[src/design/hpgc_pkg.sv]
package hpgc_pkg;

    // request opcodes; codes six and seven are ignored
    typedef enum logic [2:0] {
        OP_TICK      = 3'd0,
        OP_START     = 3'd1,
        OP_STOP      = 3'd2,
        OP_PAUSE     = 3'd3,
        OP_RESUME    = 3'd4,
        OP_SET_WIDTH = 3'd5
    } op_t;

    // controller modes
    typedef enum logic [1:0] {
        MODE_IDLE    = 2'd0,
        MODE_RUN     = 2'd1,
        MODE_PAUSING = 2'd2,
        MODE_GAP     = 2'd3
    } mode_t;

    // command codes captured in the error record
    localparam logic [1:0] ERR_CMD_START  = 2'd0;
    localparam logic [1:0] ERR_CMD_PAUSE  = 2'd1;
    localparam logic [1:0] ERR_CMD_RESUME = 2'd2;

    typedef struct packed {
        op_t         opcode;
        logic        direction;
        logic [15:0] width_value;
    } in_t;

    typedef struct packed {
        logic        forward_pin;
        logic        reverse_pin;
        mode_t       mode;
        logic        pulse_end;
        logic        error_seen;
        mode_t       error_mode;
        logic [1:0]  error_command;
    } out_t;

endpackage

[src/design/hbridge_pwm_gap_controller_top.sv]
// result: a request's result is registered and shown in the cycle after acceptance
// throughput: one request per cycle unless a result is stalled; the state update
// and result share a single registered pass, so ticks keep the pwm period exact
// reset: aresetn low (synchronous) returns to idle, both pins low, widths,
// counter and error record cleared, no result pending
module hbridge_pwm_gap_controller_top
    import hpgc_pkg::*;
#(
    parameter int WIDTH_BITS = 8
) (
    input  logic aclk,
    input  logic aresetn,
    input  logic s_valid,
    output logic s_ready,
    input  in_t  s_data,
    output logic m_valid,
    input  logic m_ready,
    output out_t m_data
);

    localparam logic [15:0] WIDTH_MAX = 16'((1 << WIDTH_BITS) - 1);
    localparam logic [WIDTH_BITS-1:0] COUNT_LAST = {WIDTH_BITS{1'b1}};

    mode_t                 mode_reg, mode_next;
    logic                  dir_reg, dir_next;
    logic [WIDTH_BITS-1:0] count_reg, count_next;
    logic [WIDTH_BITS-1:0] pend_reg, pend_next;
    logic [WIDTH_BITS-1:0] active_reg, active_next;
    logic [1:0]            pins_reg, pins_next;
    logic                  err_reg, err_next;
    mode_t                 err_mode_reg, err_mode_next;
    logic [1:0]            err_cmd_reg, err_cmd_next;
    logic                  ended;
    logic                  valid_reg;
    out_t                  out_reg;
    logic                  accept;

    // pwm tick helpers
    logic                  ticking;
    logic                  period_wrap;
    logic [WIDTH_BITS-1:0] active_eff;
    logic                  level;

    assign s_ready = !valid_reg || m_ready;
    assign accept  = s_valid && s_ready;
    assign m_valid = valid_reg;
    assign m_data  = out_reg;

    assign ticking     = (mode_reg == MODE_RUN) || (mode_reg == MODE_PAUSING);
    assign period_wrap = (count_reg == COUNT_LAST);
    assign active_eff  = (count_reg == '0) ? pend_reg : active_reg;
    assign level       = !(count_reg < active_eff);

    // next mode
    always_comb begin
        mode_next = mode_reg;
        case (s_data.opcode)
            OP_TICK: begin
                if (mode_reg == MODE_PAUSING && period_wrap) begin
                    mode_next = MODE_GAP;
                end
            end
            OP_START: begin
                if (mode_reg == MODE_IDLE) begin
                    mode_next = MODE_RUN;
                end
            end
            OP_STOP: begin
                mode_next = MODE_IDLE;
            end
            OP_PAUSE: begin
                if (mode_reg == MODE_RUN) begin
                    mode_next = MODE_PAUSING;
                end
            end
            OP_RESUME: begin
                if (mode_reg == MODE_GAP) begin
                    mode_next = MODE_RUN;
                end
            end
            default: begin
                mode_next = mode_reg;
            end
        endcase
    end

    // datapath and error record
    always_comb begin
        dir_next      = dir_reg;
        count_next    = count_reg;
        pend_next     = pend_reg;
        active_next   = active_reg;
        pins_next     = pins_reg;
        err_next      = err_reg;
        err_mode_next = err_mode_reg;
        err_cmd_next  = err_cmd_reg;
        ended         = 1'b0;
        case (s_data.opcode)
            OP_TICK: begin
                if (ticking) begin
                    active_next = active_eff;
                    count_next  = count_reg + 1'b1;
                    pins_next   = dir_reg ? {level, 1'b1} : {1'b1, level};
                    if (mode_reg == MODE_PAUSING && period_wrap) begin
                        pins_next = 2'b00;
                        ended     = 1'b1;
                    end
                end
            end
            OP_START: begin
                if (mode_reg == MODE_IDLE) begin
                    pend_next   = '0;
                    active_next = '0;
                    dir_next    = s_data.direction;
                    pins_next   = 2'b11;
                    count_next  = '0;
                end else begin
                    err_next      = 1'b1;
                    err_mode_next = mode_reg;
                    err_cmd_next  = ERR_CMD_START;
                end
            end
            OP_STOP: begin
                pins_next  = 2'b00;
                count_next = '0;
            end
            OP_PAUSE: begin
                if (mode_reg != MODE_RUN) begin
                    err_next      = 1'b1;
                    err_mode_next = mode_reg;
                    err_cmd_next  = ERR_CMD_PAUSE;
                end
            end
            OP_RESUME: begin
                if (mode_reg == MODE_GAP) begin
                    pins_next  = 2'b11;
                    count_next = '0;
                end else begin
                    err_next      = 1'b1;
                    err_mode_next = mode_reg;
                    err_cmd_next  = ERR_CMD_RESUME;
                end
            end
            OP_SET_WIDTH: begin
                if (s_data.width_value > WIDTH_MAX) begin
                    pend_next = COUNT_LAST;
                end else begin
                    pend_next = s_data.width_value[WIDTH_BITS-1:0];
                end
            end
            default: begin
                ended = 1'b0;
            end
        endcase
    end

    // state registers
    always_ff @(posedge aclk) begin
        if (!aresetn) begin
            mode_reg     <= MODE_IDLE;
            dir_reg      <= 1'b0;
            count_reg    <= '0;
            pend_reg     <= '0;
            active_reg   <= '0;
            pins_reg     <= 2'b00;
            err_reg      <= 1'b0;
            err_mode_reg <= MODE_IDLE;
            err_cmd_reg  <= ERR_CMD_START;
        end else if (accept) begin
            mode_reg     <= mode_next;
            dir_reg      <= dir_next;
            count_reg    <= count_next;
            pend_reg     <= pend_next;
            active_reg   <= active_next;
            pins_reg     <= pins_next;
            err_reg      <= err_next;
            err_mode_reg <= err_mode_next;
            err_cmd_reg  <= err_cmd_next;
        end
    end

    // result valid
    always_ff @(posedge aclk) begin
        if (!aresetn) begin
            valid_reg <= 1'b0;
        end else if (accept) begin
            valid_reg <= 1'b1;
        end else if (m_ready) begin
            valid_reg <= 1'b0;
        end
    end

    // result payload
    always_ff @(posedge aclk) begin
        if (accept) begin
            out_reg.forward_pin   <= pins_next[0];
            out_reg.reverse_pin   <= pins_next[1];
            out_reg.mode          <= mode_next;
            out_reg.pulse_end     <= ended;
            out_reg.error_seen    <= err_next;
            out_reg.error_mode    <= err_mode_next;
            out_reg.error_command <= err_cmd_next;
        end
    end

endmodule

[config.mk]
export PLATFORM = sky130hd
export DESIGN_NAME = hbridge_pwm_gap_controller_top
export DESIGN_NICKNAME = d
export VERILOG_FILES = /design/src/design/hpgc_pkg.sv /design/src/design/hbridge_pwm_gap_controller_top.sv
export SDC_FILE = /design/constraint.sdc
export NUM_CORES = 1
export LEC_CHECK = 0
export ABC_AREA = 1
export BUFFER_PORTS_ARGS = -buffer_cell sky130_fd_sc_hd__buf_2
export CAP_MARGIN = 20
export CORE_ASPECT_RATIO = 1.25
export CORE_MARGIN = 2
export CORE_UTILIZATION = 50
export DETAILED_ROUTE_END_ITERATION = 10
export GPL_ROUTABILITY_DRIVEN = 0
export PLACE_DENSITY = 0.77
export SETUP_SLACK_MARGIN = 0.4
export SYNTH_ARGS = -nofsm -noshare
export SYNTH_HDL_FRONTEND = slang
export SYNTH_SLANG_ARGS = --single-unit
[constraint.sdc]
create_clock -name aclk -period 5.96 [get_ports aclk]
set_input_delay 0.894 -clock aclk [delete_from_list [all_inputs] [get_ports aclk]]
set_output_delay 0.894 -clock aclk [all_outputs]
set_load 0.005 [all_outputs]
; ---- After elaboration in Yosys (flattened, before gate mapping)
; Index checks and enable logic that the tools add are counted.
[op_classes]
n_eq_ne = 13
n_reduce_logical = 18
mux = 35
add_sub_neg = 1
magnitude_cmp = 2
[ops]
columns = cell, n
row1 = $mux 8, 6
row2 = $pmux 8 s2, 2
row3 = $pmux 8 s4, 1
row4 = $mux 2, 15
row5 = $gt 16x8->1 const B, 1
row6 = $pmux 2 s3, 2
row7 = $pmux 2 s5, 1
row8 = $add 8x1->8 const B, 1
row9 = $eq 8x8->1 const B, 1
row10 = $logic_not 8->1, 1
row11 = $lt 8x8->1, 1
row12 = $pmux 2 s4, 1
row13 = $eq 3x2->1 const B, 2
row14 = $eq 3x3->1 const B, 2
row15 = $mux 1, 6
row16 = $ne 2x2->1 const B, 3
row17 = $reduce_and 3->1, 2
row18 = $reduce_bool 2->1, 3
row19 = $reduce_and 5->1, 1
row20 = $eq 2x2->1 const B, 2
row21 = $reduce_and 4->1, 1
row22 = $reduce_bool 4->1, 1
row23 = $eq 3x1->1 const B, 1
row24 = $logic_not 3->1, 1
row25 = other kinds (8), 11
[word_totals]
ff_bits = 45
elab_cells = 86
input_bits = 24
output_inout_bits = 12

; ---- Longest topological paths before layout
[logic_depth]
depth_word = 8
ltp_mapped = 20
depth_no_buf = 20

; ---- Least setup slack after synthesis
; No wires, ideal clock.
[synth_timing]
path_type = flip-flop to flip-flop
start = reg count_reg[0]
end = reg out_reg (netlist bit m_data[8]) (data pin)
period_less_slack_ns = 2.458
path_slack_ns = 3.502
arrival_ns = 2.189
setup_ns = 0.269
path_buffers = 1
path_stages_with_launch = 18
cell_sequence = dfxtp_1 > inv_1 > ha_1 > nand2_1 > nor2_1 > nand2_1 > inv_1 > buf_2 > nand2_1 > o21ai_0 > inv_1 > ha_1 > a21oi_1 > nor2_1 > a211oi_1 > nand3_1 > nand2_1 > nand3_1
[synth_between]
elab_chain_cells = 8
word_cells_on_any_way = 10
[synth_rtl]
columns = element, line
row1 = from (decl), hbridge_pwm_gap_controller_top.sv:26  ; logic [WIDTH_BITS-1:0] count_reg, count_next;
row2 = from (signal assigned), hbridge_pwm_gap_controller_top.sv:172  ; count_reg <= count_next;
row3 = $logic_not 8->1, hbridge_pwm_gap_controller_top.sv:51  ; assign active_eff = (count_reg == '0) ? pend_reg : active_reg;
row4 = $mux 8, hbridge_pwm_gap_controller_top.sv:51
row5 = $lt 8x8->1, hbridge_pwm_gap_controller_top.sv:52  ; assign level = !(count_reg < active_eff);
row6 = $logic_not 1->1, hbridge_pwm_gap_controller_top.sv:52
row7 = $mux 2, hbridge_pwm_gap_controller_top.sv:103  ; pins_next = dir_reg ? {level, 1'b1} : {1'b1, level};
row8 = $mux 2 (*), hbridge_pwm_gap_controller_top.sv:104  ; if (mode_reg == MODE_PAUSING && period_wrap) begin
row9 = $mux 2 (*), hbridge_pwm_gap_controller_top.sv:100  ; if (ticking) begin
row10 = $pmux 2 s4 (*), hbridge_pwm_gap_controller_top.sv:98  ; case (s_data.opcode)
row11 = net pins_next[1], hbridge_pwm_gap_controller_top.sv:29  ; logic [1:0] pins_reg, pins_next;
row12 = to (decl), hbridge_pwm_gap_controller_top.sv:35  ; out_t out_reg;
; Mark *: on every way through the listed nets, which the timed path passes. The rest lies on a longest branch.
; A chain may end at the register's enable or synchronous reset.

; ---- Final worst setup path
[layout_timing]
start = reg count_reg[0]
end = reg out_reg (netlist bit m_data[9]) (data pin)
; Same word-level chain as after synthesis.

==> results.md <==
- Complex-gate fraction of the synthesized area: 0.174
- Primary FF master, synth: dfxtp_1
- Hold Path Origin: pend_reg[4]
- Worst r2r src: count_reg[0]
- Max Cap Viol: 0
- First-pass GRT wire length: 8910 um
- Buf/Inv on CP: 3
- Initial antenna violation count: 0
- Fill cell count: 496
- Worst path required time: 6.01 ns
- Syn_nets: 379
- Die X-Extent: 67.9 um
- Hold Path Cell Cnt: 2
- Number of inserted diodes: 0
- Largest family of logic cells by synthesized area: simple AND/OR/NAND/NOR gates
- Layout cell share with drive strength beyond 1: 0.190
- Setup violations, final: 0
- CTS sink count: 45
- CP peak stage delay: 0.33 ns
- Post-CTS Setup Repair Bufs: 0
- Worst IR Drop VDD: 0.000127 V
- Via count: 2174
- Ranking of synthesized cells by instance count: inv_1, nand2_1, a21oi_1
- Fmax: 379 MHz
- Top cell type's share of synthesized area: 0.274
- Area Overhead vs Synth: 12.4%
- Gate Count Post-Synth: 340
- Max-Slew Margin vs Limit: 0.659
- Max Slew Vio Count: 0
- R2r setup slk: 3.32 ns
- #FFs+latches synth: 45
- Mapped Area: 2550 sq um
- DRT iter0 DRCs: 94
- DR vias/cell: 4.93
- Worst min-delay path category: register to register
- Die ar.: 5700 sq um
- Top cell type by total area after synthesis: dfxtp_1
- Sequential fraction of the synthesis area: 0.392
- Fin crit share: 0.443
- Xor and xnor fraction of the mapped netlist area: 0.00343
- HPWL after detailed placement: 3810 um
- PD cells: 211 nW/um^2
- Clock buffer count from CTS: 5
- Delay-heaviest family, CP: simple AND/OR/NAND/NOR gates
- DR WL/cell: 11.2 um
- DR WL met3: 223 um
- Count leader, synth: inv_1
- Initial core utilization: 0.510
- Ys Warns: 0
- Ys async rst share: 0
- CTS tree: built
- RSZ-0062 raised after global routing: no
- Post-synthesis cell type count: 40
- Hold-fix buffers, CTS: 0
- Ports: 36
- Hold endpoint: pend_reg[4]
- CP most frequent cell: nand2_1
- CP Cell Sequence: inv_1 > ha_1 > nand2_1 > nor2_1 > nand2_1 > inv_1 > nand2_1 > o21ai_0 > inv_1 > ha_1 > a21oi_1 > nor2_1 > a211oi_1 > nand3_1 > nand2_1 > nand3_1
- Wirelength, routed: 4940 um
- DR top layer: met4
- Top cells by area, synth: dfxtp_1, edfxtp_1, inv_1, nand2_1, a21oi_1
- GR Util All Layers: 0.199
- Transition time of the tightest slew-check pin: 0.510 ns
- Slowest CP cell: dfxtp_1
- Final Hold Fails: 0
- Largest register FFs: 10
- Sum Neg Setup Slack: 0 ns
- Kind of critical path: register to register
- Post-synthesis mux area share: 0
- Worst clock skew: 0.0116 ns
- Overflow after GRT: 0
- Metal2 WL: 2420 um
- Routed metal-1 wire length: 2190 um
- Critical path arrival: 2.69 ns
- Number of global-route vias before repair: 2092
- Simple-Gate Fraction of Synth Area: 0.244
- Adder-Cell Fraction of Synth Area: 0.0735
- Syn_area_per_cell: 7.51 sq um
- Root Buffer: clkbuf_8
- Port bufs: 35
- # nets final: 417
- Reg area: 1000 sq um
- Number of flops mapped to enable cells by yosys: 10
- Status: finished, final reports clean
- Worst-path clk slew: 0.09 ns
- FF-to-FF End: m_data[9]
- Die Ht: 83.9 um
- Worst setup SP type: register
- Multi-input gate area: 1260 sq um
- Clk buf depth: 2
- R2R cell count: 16
- Core Region: 5010 sq um
- Max FO, Critical Path: 14
- Row cnt: 29
- Final Critical Period: 2.64 ns
- DRC: 0
- Worst-skew pair later-pin latency: 0.30 ns
- Worst Setup End Kind: register
- Post-route ant nets: 0
- Dpl ws: 3.30 ns
- CTS resizes: 0
- Pre-Repair DR Iteration Count: 4
- Leakage: 1.25 nW
- CTS H-tree lvls: 2
- Post-route setup slack: 3.32 ns
- Largest net degree at the start of global routing: 29
[layout by cell type, fill, tap and decap left out, types with 2 or more instances in the layout]
cell      synthesis  routed
a211oi_1          3       3
a21oi_1          38      38
buf_2             1      35
clkbuf_1          3       2
clkbuf_8          0       5
clkinv_1          1       2
dfxtp_1          35      35
edfxtp_1         10      10
ha_1             15      15
inv_1            60      60
inv_2            10      10
nand2_1          59      59
nand2_2           4       4
nand2_4           2       2
nand3_1          10      10
nand4_1           2       2
nor2_1           25      25
nor2_2            3       3
nor2_4            3       3
nor3_1            4       4
nor4_1            2       2
o21ai_0          28      28
o21ai_1           2       2
o22ai_1           3       3
[logic make-up (layout without fill, tap and decap cells)]
group | Yosys count | count (layout)
buf+inv | 76 | 115
compound gates | 81 | 81
fa+ha+maj | 15 | 15
simple gates | 122 | 122
xor+xnor | 1 | 1
flops | 45 | 45
[routing by layer]
metal  vias up  global-route usage
met5         -                   0
met4         0              0.0764
met3         8              0.0432
met2        42               0.333
met1       947               0.242
li1       1177                   -
[per-stage QoR]
stage | utilization | total power, mW | instance area, sq um | cells | hold slack (ns)
2_1_floorplan | - | 0.403 | 2550 | 340 | 0.444
3_3_place_gp | 0.557 | 0.431 | 2790 | 433 | 0.452
3_5_place_dp | 0.557 | 0.433 | 2790 | 433 | 0.456
4_1_cts | 0.573 | 0.613 | 2870 | 441 | 0.468
5_1_grt | 0.573 | 0.640 | 2870 | 441 | 0.482
6_report | 0.573 | 0.607 | 2870 | 441 | 0.467
[report_power, final]
group | switching, mW | total (mW) | internal [mW]
clock network | 0.0998 | 0.181 | 0.0817
registers | 0.00641 | 0.333 | 0.327
logic | 0.0589 | 0.0922 | 0.0333
total | 0.165 | 0.607 | 0.442
[tightest hold or removal path, stage by stage (launching register included)]
cell     delay (ns)
dfxtp_1        0.31
nand2_1        0.06
a21oi_1        0.05
[final cells by class]
cell class,instances,share of cell area
multi-input cells,219,0.441
clock inverters,1,0.00131
flip-flops and latches,45,0.349
well taps,62,0.0270
clock buffers,7,0.0266
inverters,72,0.0950
repair buffers,35,0.0610
[how the worst max path moves through the flow]
stage | startpoint | endpoint | slack [ns] | cells after the start
finish | count_reg[0] | m_data[9] | 3.32 | 16
global route | count_reg[0] | m_data[9] | 2.95 | 16
CTS | count_reg[0] | m_data[9] | 3.28 | 16
detailed placement | count_reg[0] | m_data[9] | 3.30 | 16
global placement | count_reg[0] | m_data[9] | 3.35 | 16
floorplan | count_reg[0] | m_data[8] | 3.50 | 17
No activity file was read; power rests on OpenSTA's default activity.
